==> config.mk <==
export PLATFORM = sky130hd
export DESIGN_NAME = led_frame_buffer_serializer_flat
export DESIGN_NICKNAME = d
export VERILOG_FILES = /design/src/rtl/core/lfbs_pkg.sv /design/src/rtl/core/lfbs_stream_if.sv /design/src/rtl/core/led_frame_buffer_serializer.sv /design/src/rtl/core/lfbs_ram.sv /design/src/rtl/core/lfbs_front.sv /design/src/rtl/core/lfbs_back.sv /design/src/flat_wrapper.sv
export SDC_FILE = /design/constraint.sdc
export NUM_CORES = 2
export LEC_CHECK = 0
export ABC_AREA = 1
export BUFFER_PORTS_ARGS = -buffer_cell sky130_fd_sc_hd__buf_4
export CAP_MARGIN = 20
export CELL_PAD_IN_SITES_DETAIL_PLACEMENT = 1
export CELL_PAD_IN_SITES_GLOBAL_PLACEMENT = 1
export CORE_MARGIN = 3
export CORE_UTILIZATION = 27
export CTS_CLUSTER_SIZE = 28
export DETAILED_ROUTE_END_ITERATION = 12
export GPL_TIMING_DRIVEN = 0
export PLACE_DENSITY = 0.52
export SETUP_SLACK_MARGIN = 0.4
export SYNTH_ARGS = -nofsm -noshare
export SYNTH_HDL_FRONTEND = slang
export SYNTH_HIERARCHICAL = 1
export SYNTH_SLANG_ARGS = --single-unit
==> constraint.sdc <==
create_clock -name clk -period 8.43 [get_ports clk]
set_clock_uncertainty 0.15 [all_clocks]
set_input_delay 0.843 -clock clk [delete_from_list [all_inputs] [get_ports clk]]
set_output_delay 0.843 -clock clk [all_outputs]
set_load 0.1 [all_outputs]
==> src/rtl/core/lfbs_pkg.sv <==
`timescale 1ns / 1ps
// shared types and constants for the led frame buffer serializer
package lfbs_pkg;

	localparam int MODE_W = 2;
	localparam int IDX_W  = 7;
	localparam int CH_W   = 8;
	localparam int PIX_W  = 3 * CH_W;
	localparam int CNT_W  = 7;

	localparam logic [MODE_W-1:0] MODE_SET       = 2'd0;
	localparam logic [MODE_W-1:0] MODE_CLEAR     = 2'd1;
	localparam logic [MODE_W-1:0] MODE_CLEAR_ALL = 2'd2;
	localparam logic [MODE_W-1:0] MODE_TICK      = 2'd3;

	localparam logic [1:0] OP_WRITE     = 2'd0;
	localparam logic [1:0] OP_REJECT    = 2'd1;
	localparam logic [1:0] OP_CLEAR_ALL = 2'd2;
	localparam logic [1:0] OP_TICK      = 2'd3;

	localparam logic [CH_W-1:0] HDR_SYNC = 8'h06;
	localparam logic [CH_W-1:0] HDR_TYPE = 8'h85;

	typedef struct packed {
		logic [1:0]       kind;
		logic [IDX_W-1:0] addr;
		logic [PIX_W-1:0] data;
	} op_t;

endpackage

==> src/rtl/core/lfbs_stream_if.sv <==
`timescale 1ns / 1ps
// request and response channel interfaces
interface lfbs_req_if;
	import lfbs_pkg::*;
	logic              valid;
	logic              ready;
	logic [MODE_W-1:0] mode;
	logic [IDX_W-1:0]  led_index;
	logic [CH_W-1:0]   red;
	logic [CH_W-1:0]   green;
	logic [CH_W-1:0]   blue;
	modport source (output valid, mode, led_index, red, green, blue, input ready);
	modport sink (input valid, mode, led_index, red, green, blue, output ready);
endinterface

interface lfbs_rsp_if;
	import lfbs_pkg::*;
	logic            valid;
	logic            ready;
	logic            accepted;
	logic            byte_valid;
	logic [CH_W-1:0] frame_byte;
	logic            last_byte;
	modport source (output valid, accepted, byte_valid, frame_byte, last_byte, input ready);
	modport sink (input valid, accepted, byte_valid, frame_byte, last_byte, output ready);
endinterface

==> src/rtl/core/led_frame_buffer_serializer.sv <==
`timescale 1ns / 1ps
// led frame buffer serializer top level
//
//   channel  dir  handshake          payload
//   req      in   valid/ready        mode, led_index, red, green, blue
//   rsp      out  valid/ready        accepted, byte_valid, frame_byte, last_byte
//   cfg      in   cfg_we             cfg_wdata (led_count, clamped to MAX_LEDS)
//
// set, clear, clear all and header/checksum ticks load the response register when popped
// a colour byte tick first does a pixel store read, then loads the byte
// a two entry op queue takes requests while the response register is held
// reset clears the control state and the per-led valid bits, so the store reads black
// the store itself has no clearing pass
module led_frame_buffer_serializer #(
	parameter int MAX_LEDS = 85
) (
	input  logic                       clk,
	input  logic                       arst_n,
	input  logic                       cfg_we,
	input  logic [lfbs_pkg::CNT_W-1:0] cfg_wdata,
	lfbs_req_if.sink                   req,
	lfbs_rsp_if.source                 rsp
);
	import lfbs_pkg::*;

	logic [CNT_W-1:0] led_count_q;
	op_t              op;
	logic             op_valid;
	logic             op_pop;

	always_ff @(posedge clk or negedge arst_n) begin
		if (!arst_n) begin
			led_count_q <= '0;
		end else if (cfg_we) begin
			led_count_q <= (cfg_wdata > CNT_W'(MAX_LEDS)) ? CNT_W'(MAX_LEDS) : cfg_wdata;
		end
	end

	lfbs_front u_front (
		.clk       (clk),
		.arst_n    (arst_n),
		.req       (req),
		.led_count (led_count_q),
		.op        (op),
		.op_valid  (op_valid),
		.op_pop    (op_pop)
	);

	lfbs_back #(
		.MAX_LEDS(MAX_LEDS)
	) u_back (
		.clk       (clk),
		.arst_n    (arst_n),
		.op        (op),
		.op_valid  (op_valid),
		.op_pop    (op_pop),
		.led_count (led_count_q),
		.rsp       (rsp)
	);

`ifndef SYNTHESIS
	a_count_clamped: assert property (@(posedge clk) disable iff (!arst_n)
		cfg_we |=> led_count_q <= CNT_W'(MAX_LEDS))
		else $error("led count above limit");

	a_pop_needs_op: assert property (@(posedge clk) disable iff (!arst_n)
		op_pop |-> op_valid)
		else $error("op popped from empty queue");

	a_push_fills: assert property (@(posedge clk) disable iff (!arst_n)
		(req.valid && req.ready) |=> op_valid)
		else $error("accepted transaction missing from queue");

	a_reject_rsp: assert property (@(posedge clk) disable iff (!arst_n)
		(op_pop && op.kind == OP_REJECT) |=> (rsp.valid && !rsp.accepted && !rsp.byte_valid))
		else $error("rejected op gave wrong response");

	a_clear_all_rsp: assert property (@(posedge clk) disable iff (!arst_n)
		(op_pop && op.kind == OP_CLEAR_ALL) |=> (rsp.valid && rsp.accepted && !rsp.byte_valid))
		else $error("clear all gave wrong response");
`endif
endmodule

==> src/rtl/core/lfbs_ram.sv <==
`timescale 1ns / 1ps
// generic single write port ram with registered read
module lfbs_ram #(
	parameter int WIDTH = 24,
	parameter int DEPTH = 85
) (
	input  logic                                     clk,
	input  logic                                     we,
	input  logic [((DEPTH > 1) ? $clog2(DEPTH) : 1)-1:0] waddr,
	input  logic [WIDTH-1:0]                         wdata,
	input  logic                                     re,
	input  logic [((DEPTH > 1) ? $clog2(DEPTH) : 1)-1:0] raddr,
	output logic [WIDTH-1:0]                         rdata
);
	logic [WIDTH-1:0] mem_q [DEPTH];

	always_ff @(posedge clk) begin
		if (we) begin
			mem_q[waddr] <= wdata;
		end
		if (re) begin
			rdata <= mem_q[raddr];
		end
	end
endmodule

==> src/rtl/core/lfbs_front.sv <==
`timescale 1ns / 1ps
// request decode and classification into a two entry op queue
module lfbs_front (
	input  logic                     clk,
	input  logic                     arst_n,
	lfbs_req_if.sink                 req,
	input  logic [lfbs_pkg::CNT_W-1:0] led_count,
	output lfbs_pkg::op_t            op,
	output logic                     op_valid,
	input  logic                     op_pop
);
	import lfbs_pkg::*;

	localparam int QDEPTH = 2;
	localparam int PW = $clog2(QDEPTH);

	op_t           slot_q [QDEPTH];
	logic [PW-1:0] wr_ptr_q;
	logic [PW-1:0] rd_ptr_q;
	logic [PW:0]   fill_q;
	op_t           dec;
	logic          in_range;
	logic          push;

	assign in_range = req.led_index < led_count;
	assign req.ready = fill_q != (PW+1)'(QDEPTH);
	assign push = req.valid && req.ready;
	assign op_valid = fill_q != '0;
	assign op = slot_q[rd_ptr_q];

	always_comb begin
		dec.addr = req.led_index;
		dec.data = '0;
		case (req.mode)
			MODE_SET: begin
				dec.kind = in_range ? OP_WRITE : OP_REJECT;
				dec.data = {req.red, req.green, req.blue};
			end
			MODE_CLEAR: begin
				dec.kind = in_range ? OP_WRITE : OP_REJECT;
			end
			MODE_CLEAR_ALL: begin
				dec.kind = OP_CLEAR_ALL;
			end
			default: begin
				dec.kind = OP_TICK;
			end
		endcase
	end

	always_ff @(posedge clk) begin
		if (push) begin
			slot_q[wr_ptr_q] <= dec;
		end
	end

	always_ff @(posedge clk or negedge arst_n) begin
		if (!arst_n) begin
			wr_ptr_q <= '0;
			rd_ptr_q <= '0;
			fill_q   <= '0;
		end else begin
			if (push) begin
				wr_ptr_q <= wr_ptr_q + 1'b1;
			end
			if (op_pop) begin
				rd_ptr_q <= rd_ptr_q + 1'b1;
			end
			if (push && !op_pop) begin
				fill_q <= fill_q + 1'b1;
			end else if (!push && op_pop) begin
				fill_q <= fill_q - 1'b1;
			end
		end
	end
endmodule

==> src/rtl/core/lfbs_back.sv <==
`timescale 1ns / 1ps
// op execution: pixel store updates and frame sequencing
module lfbs_back #(
	parameter int MAX_LEDS = 85
) (
	input  logic                       clk,
	input  logic                       arst_n,
	input  lfbs_pkg::op_t              op,
	input  logic                       op_valid,
	output logic                       op_pop,
	input  logic [lfbs_pkg::CNT_W-1:0] led_count,
	lfbs_rsp_if.source                 rsp
);
	import lfbs_pkg::*;

	localparam int AW = (MAX_LEDS > 1) ? $clog2(MAX_LEDS) : 1;

	localparam logic ST_RUN  = 1'b0;
	localparam logic ST_READ = 1'b1;

	localparam logic [1:0] PH_SYNC = 2'd0;
	localparam logic [1:0] PH_TYPE = 2'd1;
	localparam logic [1:0] PH_LEN  = 2'd2;
	localparam logic [1:0] PH_DATA = 2'd3;

	localparam logic [1:0] COMP_RED   = 2'd0;
	localparam logic [1:0] COMP_GREEN = 2'd1;
	localparam logic [1:0] COMP_BLUE  = 2'd2;

	logic                st_q;
	logic [1:0]          phase_q;
	logic [CNT_W-1:0]    led_q;
	logic [1:0]          comp_q;
	logic [CH_W-1:0]     csum_q;
	logic [MAX_LEDS-1:0] vld_q;
	logic                out_valid_q;
	logic                out_acc_q;
	logic                out_bv_q;
	logic [CH_W-1:0]     out_byte_q;
	logic                out_last_q;

	logic            data_left;
	logic [CH_W-1:0] len_byte;
	logic            ram_we;
	logic            ram_re;
	logic [PIX_W-1:0] ram_rdata;
	logic [CH_W-1:0] rd_byte;
	logic            load;
	logic            nxt_acc;
	logic            nxt_bv;
	logic [CH_W-1:0] nxt_byte;
	logic            nxt_last;

	assign op_pop = (st_q == ST_RUN) && op_valid && (!out_valid_q || rsp.ready);
	assign data_left = led_q < led_count;
	assign len_byte = {1'b0, led_count} + {led_count, 1'b0};
	assign ram_we = op_pop && (op.kind == OP_WRITE);
	assign ram_re = op_pop && (op.kind == OP_TICK) && (phase_q == PH_DATA) && data_left;

	lfbs_ram #(
		.WIDTH(PIX_W),
		.DEPTH(MAX_LEDS)
	) u_store (
		.clk   (clk),
		.we    (ram_we),
		.waddr (op.addr[AW-1:0]),
		.wdata (op.data),
		.re    (ram_re),
		.raddr (led_q[AW-1:0]),
		.rdata (ram_rdata)
	);

	always_comb begin
		case (comp_q)
			COMP_RED:   rd_byte = ram_rdata[3*CH_W-1:2*CH_W];
			COMP_GREEN: rd_byte = ram_rdata[2*CH_W-1:CH_W];
			default:    rd_byte = ram_rdata[CH_W-1:0];
		endcase
		if (!vld_q[led_q[AW-1:0]]) begin
			rd_byte = '0;
		end
	end

	always_comb begin
		load     = 1'b0;
		nxt_acc  = 1'b1;
		nxt_bv   = 1'b0;
		nxt_byte = '0;
		nxt_last = 1'b0;
		if (st_q == ST_READ) begin
			load     = 1'b1;
			nxt_bv   = 1'b1;
			nxt_byte = rd_byte;
		end else if (op_pop) begin
			load = 1'b1;
			case (op.kind)
				OP_REJECT: nxt_acc = 1'b0;
				OP_TICK: begin
					nxt_bv = 1'b1;
					case (phase_q)
						PH_SYNC: nxt_byte = HDR_SYNC;
						PH_TYPE: nxt_byte = HDR_TYPE;
						PH_LEN:  nxt_byte = len_byte;
						default: begin
							if (data_left) begin
								load = 1'b0;
							end else begin
								nxt_byte = csum_q;
								nxt_last = 1'b1;
							end
						end
					endcase
				end
				default: nxt_acc = 1'b1;
			endcase
		end
	end

	always_ff @(posedge clk or negedge arst_n) begin
		if (!arst_n) begin
			st_q        <= ST_RUN;
			phase_q     <= PH_SYNC;
			led_q       <= '0;
			comp_q      <= COMP_RED;
			csum_q      <= '0;
			vld_q       <= '0;
			out_valid_q <= 1'b0;
		end else begin
			if (load) begin
				out_valid_q <= 1'b1;
			end else if (rsp.ready) begin
				out_valid_q <= 1'b0;
			end
			if (st_q == ST_READ) begin
				st_q   <= ST_RUN;
				csum_q <= csum_q ^ rd_byte;
				if (comp_q == COMP_BLUE) begin
					comp_q <= COMP_RED;
					led_q  <= led_q + 1'b1;
				end else begin
					comp_q <= comp_q + 1'b1;
				end
			end else if (op_pop) begin
				case (op.kind)
					OP_WRITE:     vld_q[op.addr[AW-1:0]] <= 1'b1;
					OP_CLEAR_ALL: vld_q <= '0;
					OP_TICK: begin
						case (phase_q)
							PH_SYNC: phase_q <= PH_TYPE;
							PH_TYPE: phase_q <= PH_LEN;
							PH_LEN: begin
								phase_q <= PH_DATA;
								csum_q  <= len_byte;
								led_q   <= '0;
								comp_q  <= COMP_RED;
							end
							default: begin
								if (data_left) begin
									st_q <= ST_READ;
								end else begin
									phase_q <= PH_SYNC;
									csum_q  <= '0;
								end
							end
						endcase
					end
					default: phase_q <= phase_q;
				endcase
			end
		end
	end

	always_ff @(posedge clk) begin
		if (load) begin
			out_acc_q  <= nxt_acc;
			out_bv_q   <= nxt_bv;
			out_byte_q <= nxt_byte;
			out_last_q <= nxt_last;
		end
	end

	assign rsp.valid      = out_valid_q;
	assign rsp.accepted   = out_acc_q;
	assign rsp.byte_valid = out_bv_q;
	assign rsp.frame_byte = out_byte_q;
	assign rsp.last_byte  = out_last_q;
endmodule
==> src/flat_wrapper.sv <==
// flat-port wrapper written by rule: the top's interface ports become plain ports
module led_frame_buffer_serializer_flat import lfbs_pkg::*;
#(
	parameter int MAX_LEDS = 85
)
  (clk, arst_n, cfg_we, cfg_wdata, req_valid, req_mode, req_led_index, req_red, req_green, req_blue, req_ready, rsp_valid, rsp_accepted, rsp_byte_valid, rsp_frame_byte, rsp_last_byte, rsp_ready);
  lfbs_req_if req_i ();
  lfbs_rsp_if rsp_i ();
  input  logic clk;
  input  logic arst_n;
  input  logic cfg_we;
  input  logic [lfbs_pkg::CNT_W-1:0] cfg_wdata;
  input wire logic [$bits(req_i.valid)-1:0] req_valid;
  input wire logic [$bits(req_i.mode)-1:0] req_mode;
  input wire logic [$bits(req_i.led_index)-1:0] req_led_index;
  input wire logic [$bits(req_i.red)-1:0] req_red;
  input wire logic [$bits(req_i.green)-1:0] req_green;
  input wire logic [$bits(req_i.blue)-1:0] req_blue;
  output wire logic [$bits(req_i.ready)-1:0] req_ready;
  output wire logic [$bits(rsp_i.valid)-1:0] rsp_valid;
  output wire logic [$bits(rsp_i.accepted)-1:0] rsp_accepted;
  output wire logic [$bits(rsp_i.byte_valid)-1:0] rsp_byte_valid;
  output wire logic [$bits(rsp_i.frame_byte)-1:0] rsp_frame_byte;
  output wire logic [$bits(rsp_i.last_byte)-1:0] rsp_last_byte;
  input wire logic [$bits(rsp_i.ready)-1:0] rsp_ready;
  assign req_i.valid = req_valid;
  assign req_i.mode = req_mode;
  assign req_i.led_index = req_led_index;
  assign req_i.red = req_red;
  assign req_i.green = req_green;
  assign req_i.blue = req_blue;
  assign req_ready = req_i.ready;
  assign rsp_valid = rsp_i.valid;
  assign rsp_accepted = rsp_i.accepted;
  assign rsp_byte_valid = rsp_i.byte_valid;
  assign rsp_frame_byte = rsp_i.frame_byte;
  assign rsp_last_byte = rsp_i.last_byte;
  assign rsp_i.ready = rsp_ready;
  led_frame_buffer_serializer #(.MAX_LEDS(MAX_LEDS)) u_core (.clk(clk), .arst_n(arst_n), .cfg_we(cfg_we), .cfg_wdata(cfg_wdata), .req(req_i), .rsp(rsp_i));
endmodule
; ---- After elaboration in Yosys (flattened, before gate mapping)
; Memory sizes are Yosys's and may differ from the RTL's. A register that Yosys moved wholly into a read port is not among the register bits.
; Index checks and enable logic that the tools add are counted.
[classes]
addsub = 7
n_mul = 0
div = 0
n_lt_le_gt_ge = 6
n_eq_ne = 15
n_shift = 0
mux = 54
bitwise_logic = 5
n_reduce_logical = 35
[op_table]
columns = op, n
row1 = 85-bit case mux with 2 select lines, 1
row2 = 85-bit bitwise OR, 1
row3 = 8-bit 2-to-1 mux, 9
row4 = 7-bit 2-to-1 mux, 6
row5 = 8-bit case mux with 2 select lines, 2
row6 = 24-bit 2-to-1 mux, 1
row7 = 8-bit case mux with 3 select lines, 1
row8 = 1-bit 2-to-1 mux, 22
row9 = 7-bit by 8-bit < comparator with 1-bit output (second input constant), 2
row10 = 2-bit 2-to-1 mux, 8
row11 = 7-bit < comparator, 2
row12 = 2-bit nonzero test, 7
row13 = 2-bit == test (second input constant), 6
row14 = 4-bit AND reduction, 3
row15 = 1-bit logical AND, 10
row16 = 7-bit by 8-bit adder with 8-bit output, 1
row17 = 2-bit by 1-bit == test with 1-bit output (second input constant), 4
row18 = 2-bit zero test, 4
row19 = 8-bit XOR, 1
row20 = 7-bit by 1-bit adder with 7-bit output (second input constant), 1
row21 = 1-bit binary-select mux with 7-bit select, 1
row22 = 1-bit demux with 7-bit select, 1
row23 = 7-bit by 1-bit greater-or-equal comparator with 1-bit output (second input constant), 1
row24 = 7-bit greater-than comparator (second input constant), 1
row25 = 16 further kinds, 26
[totals]
register_bits = 128
latchBits = 0
ram_bits = 2106
romBits = 0
inputBits = 45
out_inout_bits = 13
n_memories = 2
[memory_table]
columns = name, words, width, read_ports, rd_clocked_by_memory_dff, wr, line_no
row1 = u_core.u_back.u_store.mem_q, 85, 24, 1, 1, 1, lfbs_ram.sv:15  ; logic [WIDTH-1:0] mem_q [DEPTH];
row2 = u_core.u_front.slot_q, 2, 33, 1, 0, 1, lfbs_front.sv:17  ; op_t slot_q [QDEPTH];

; ---- Logic depth before layout (Yosys ltp)
[logic_depth]
ltp_word = 7
ltp_mapped = 19
depth_no_buf = 17

; ---- By module
; Netlist, hierarchy kept.
[by_module_without_submodules]
columns = mod, n_inst, cells_per_inst, area_each_um2, seq_area_each_um2
row1 = lfbs_ram, 1, 6673, 82554.2, 61979.4
row2 = lfbs_back, 1, 896, 6754.0, 2982.9
row3 = lfbs_front, 1, 214, 3231.8, 2082.0
row4 = led_frame_buffer_serializer, 1, 38, 302.8, 175.2

; ---- Least setup slack after synthesis
; Ideal clock, no wire load.
[synth_timing]
kind = flip-flop to flip-flop
startpoint = reg u_core.u_back.out_valid_q (netlist: u_core/u_back/rsp.valid)
endpoint = mem u_core.u_back.u_store.mem_q[56][0], enable pin
t_arrival_ns = 3.298
t_required_ns = 7.875
setup_slack_ns = 4.578
stages_incl_launch_ff = 12
n_path_buf = 2
path_cell_list = dfrtp_1 nand2_1 nand2_1 nor2_4 inv_1 nor2_4 inv_2 buf_6 nor2_1 clkbuf_1 nand3_1 nor2_1
[synth_via]
elab_chain_len = 6
[synth_rtl]
columns = item, line_no
row1 = "start, declared", lfbs_back.sv:36  ; logic out_valid_q;
row2 = "start signal, assigned", lfbs_back.sv:127  ; out_valid_q <= 1'b0;
row3 = "start signal, assigned", lfbs_back.sv:130  ; out_valid_q <= 1'b1;
row4 = "start signal, assigned", lfbs_back.sv:132  ; out_valid_q <= 1'b0;
row5 = 1-bit zero test, lfbs_back.sv:54  ; assign op_pop = (st_q == ST_RUN) && op_valid && (!out_valid_q || rsp.ready);
row6 = 1-bit logical OR, lfbs_back.sv:54
row7 = 1-bit logical AND, lfbs_back.sv:54
row8 = net u_core.op_pop, led_frame_buffer_serializer.sv:29  ; logic op_pop;
row9 = 1-bit logical AND, lfbs_back.sv:57  ; assign ram_we = op_pop && (op.kind == OP_WRITE);
row10 = net u_core.u_back.ram_we, lfbs_back.sv:44  ; logic ram_we;
row11 = 1-bit 2-to-1 mux, lfbs_ram.sv:18  ; if (we) begin
row12 = 1-bit 2-to-1 mux (not written as such), lfbs_ram.sv:19  ; mem_q[waddr] <= wdata;
row13 = "end, declared", lfbs_ram.sv:15
; The timed path passes the listed nets, and every way through them passes these cells.

; ---- Worst setup path in the final report
[layout_timing]
startpoint = reg u_core.u_back.led_q[1]
endpoint = reg u_core.u_back.u_store.rdata[1] (read register of u_core.u_back.u_store.mem_q) (data pin)
[layout_via]
elab_chain_len = 2
[layout_rtl]
columns = item, line_no
row1 = "start, declared", lfbs_back.sv:32  ; logic [CNT_W-1:0] led_q;
row2 = "start signal, assigned", lfbs_back.sv:139  ; led_q <= led_q + 1'b1;
row3 = 7-bit < comparator, lfbs_back.sv:55  ; assign data_left = led_q < led_count;
row4 = 1-bit logical AND, lfbs_back.sv:58  ; assign ram_re = op_pop && (op.kind == OP_TICK) && (phase_q == PH_DATA) && data_left;
row5 = "end, declared", lfbs_ram.sv:13  ; output logic [WIDTH-1:0] rdata
; Several ways; a longest one is shown, not always the timed one.
; A chain may end at the register's enable or synchronous reset.

==> results.md <==
- EDFF count, synth: 2141
- Die X-Extent: 592 µm
- Max Slew Vio Count: 0
- Avg WL per Cell: 28.8 µm
- Vias: 65.9k
- IO Port Bufs: 57
- Avg Cell Area, Syn: 11.9 µm²
- H-Tree Depth: 4
- Root Buffer Master: clkbuf_16
- Fmax: 185 MHz
- Commonest non-fill, non-tap cells in the layout: 2141 x edfxtp_1, 2072 x nand2_1, 1635 x nand3_1
- WP data arrival: 5840 ps
- Drt first-iter violations: 7015
- Total gr overflow: 0
- Final Routed Wirelength: 375 mm
- Ys async rst share: 5.18%
- Share of cells above drive strength 1: 11.1%
- Antenna viol nets, final: 0
- Critical Path Max Stage Delay: 950 ps
- Worst Hold Launch: cfg_wdata[6]
- WS Path Type: flop to flop
- Core footprint: 341000 µm²
- CTS tree: done
- Die Height: 592 µm
- Io pins: 58
- Area Growth Syn to Fin: 18.1%
- Crit-path cells: inv_2, clkbuf_1, clkbuf_1, nand3_1, nand3_1, nand3_1, nand3_1, nand3_1, nand3_1, nand2_1
- CTS sink count: 2258
- VDD IR max: 0.000198 V
- Slew @ Worst Pin: 1260 ps
- Num rows: 214
- Top delay family on crit path: buffers and inverters
- Vias in the first global route: 65.9k
- Yosys warning total: 6
- Initial antenna violation count: 30
- Critical Path End Type: flop
- Seq/Total Area, Yosys: 72.4%
- Fin nets: 8327
- Period utilisation layout: 64.3%
- Drt drc: 0
- DR vias/cell: 5.07
- Worst Setup SP: u_core/u_back/led_q[1]
- Total chip power: 0.0395 W
- Flops & latches, synth: 2258
- Main flop type after synthesis: edfxtp_1
- Maximum number of pins on one net before global-route repair: 86
- Commonest non-fill, non-tap cell in the layout: edfxtp_1
- Worst endpoint required time: 8850 ps
- Initial Util: 27.2%
- CP max-delay cell: clkbuf_1
- Die area: 351000 µm²
- Hold Vio Cnt, Final: 0
- Net Count, Synth: 7891
- RSZ-0062 raised after global routing: no
- Post-placement worst setup slack: 2650 ps
- Post-synthesis cell area: 92800 µm²
- Buffers and inverters on the worst path: 3
- Status: finished, final reports clean
- Final instance area: 110000 µm²
- Worst hold path class: input port to flop
- Gr usage total: 20.8%
- Cts repair resizes: 0
- PwrDens: 361 nW/µm²
- GP Congestion: 0.975
- Crit-path max FO: 11
- CTS clock-pin slew for the worst setup and hold paths: 60 ps
- Post-synth cell types: 54
- Reg-to-Reg Start: u_core/u_back/led_q[1]
- Crit path top cell by count: nand3_1
- Synth Instances: 7821
- First drt pass iteration count: 5
- Fillers: 37.2k
- Setup bufs post-CTS: 0
- Detailed Place HPWL: 261 mm
- Pleak: 38.3 nW
- CP startpoint kind: flop
- Global-route wire length before repair: 519 mm
- Clk_lat worst skew: 960 ps
- Placed cell area: 102000 µm²
- Fin util: 32.1%
- Final worst path period need: 5420 ps
- Relative slew slack: 16.3%
- Slack of the critical path: 3010 ps
- Max Root-Sink Buffers: 4
- Setup violations, final: 0
- Max cap viols: 0
- Setup TNS: 0 ps
- CTS Buf Count: 249
## path summary, 6_finish.rpt
kind / end / slack, ps / depth (start not counted)
max in group asynchronous: u_core/led_count_q[3] / 7090 / 3
min in group asynchronous: u_core/u_back/vld_q[28] / 290 / 2
setup / recovery: u_core/u_back/u_store/rdata[1] / 3010 / 10
hold / removal: u_core/led_count_q[6] / 80 / 3
hold reg to reg: u_core/u_front/fill_q[0] / 320 / 1
setup reg to reg: u_core/u_back/u_store/rdata[1] / 3010 / 10
## worst register-to-register path: stages (launching register included)
cell and delay (ps):
dfrtp_1 760, inv_2 480, clkbuf_1 950, clkbuf_1 880, nand3_1 340, nand3_1 210, nand3_1 310, nand3_1 200
nand3_1 180, nand3_1 480, nand2_1 160
## cells in the mapped netlist (25+ instances only)
library cell     n  area share [%]
o21ai_1         43            0.23
nand2_1       2072             8.4
clkbuf_1       144            0.58
mux2_4          29            0.47
o21ai_0        246             1.3
buf_6           51            0.62
nand3_1       1635             8.8
a21oi_1        116            0.63
inv_1          206            0.83
buf_1           64            0.26
buf_2          203             1.1
nor3_1          25            0.13
o211ai_1        70            0.57
edfxtp_1      2141              69
nor2_1         493             2.0
dfrtp_1        117             3.2
## metal layers
layer / share of wire, % / GRT usage (%) / up-vias
li1: - / - / 28620
met1: 43 / 28.5 / 34596
met2: 47 / 34.1 / 2157
met3: 6.4 / 3.18 / 518
met4: 3.1 / 5.90 / 6
met5: 0.011 / 0 / -
## through the flow
step / hold slack (ps) / instances
floorplan: 296 / 7821
global placement: 312 / 12414
finish: 78.7 / 13003
detailed placement: 313 / 12531
CTS: 19.0 / 12991
global route: 39.7 / 12995
## report_power, final
group | total, W | internal [W] | switching, W | leakage (nW)
Combinational | 0.0152 | 0.00330 | 0.0119 | 13.8
Sequential | 0.0141 | 0.0140 | 0.000149 | 20.9
Clock | 0.0102 | 0.00561 | 0.00456 | 3.58
Total | 0.0395 | 0.0229 | 0.0166 | 38.3
## final cells by class
type | count | area (µm²) | share of cell area [%]
diodes | 10 | 25.0 | 0.0228
plain buffers | 487 | 2590 | 2.37
clock buffers | 322 | 6600 | 6.02
clock inverters | 129 | 731 | 0.667
inverters | 216 | 813 | 0.742
multi-input cells | 4860 | 22900 | 20.8
flip-flops and latches | 2258 | 67200 | 61.3
well taps | 4536 | 5680 | 5.18
repair buffers | 185 | 3110 | 2.84
## sequential cells by signal, indices dropped and copies added (netlist names)
name                          count
u_core/u_front/wr_ptr_q           1
u_core/u_back/phase_q             2
u_core/u_back/vld_q              85
u_core/u_back/st_q                1
u_core/u_back/led_q               7
u_core/u_front/slot_q            66
u_core/u_back/comp_q              2
u_core/u_back/rsp.accepted        1
u_core/u_back/csum_q              8
u_core/u_back/u_store/mem_q    2040
u_core/led_count_q                7
u_core/u_back/rsp.byte_valid      1
u_core/u_back/rsp.last_byte       1
u_core/u_back/rsp.valid           1
u_core/u_front/rd_ptr_q           1
u_core/u_front/fill_q             2
u_core/u_back/u_store/rdata      24
u_core/u_back/rsp.frame_byte      8
## cells by family (layout without fill, tap and decap cells)
kind of cell,Yosys count,count (layout),synth area share [%]
compound gates,522,522,3.18
xor+xnor,3,3,0.0283
fa+ha+maj,25,25,0.345
buf+inv,703,1339,3.66
flops,2258,2258,72.4
mux,34,34,0.528
other cells,0,10,0
simple gates,4276,4276,19.9
## what timing repair did
item / in CTS / in global routing
endpoints found under the setup margin: 0 / 0
endpoints found under the hold margin: 52 / 0
hold buffers: 9 / 0
(Power assumes the default switching activity.)
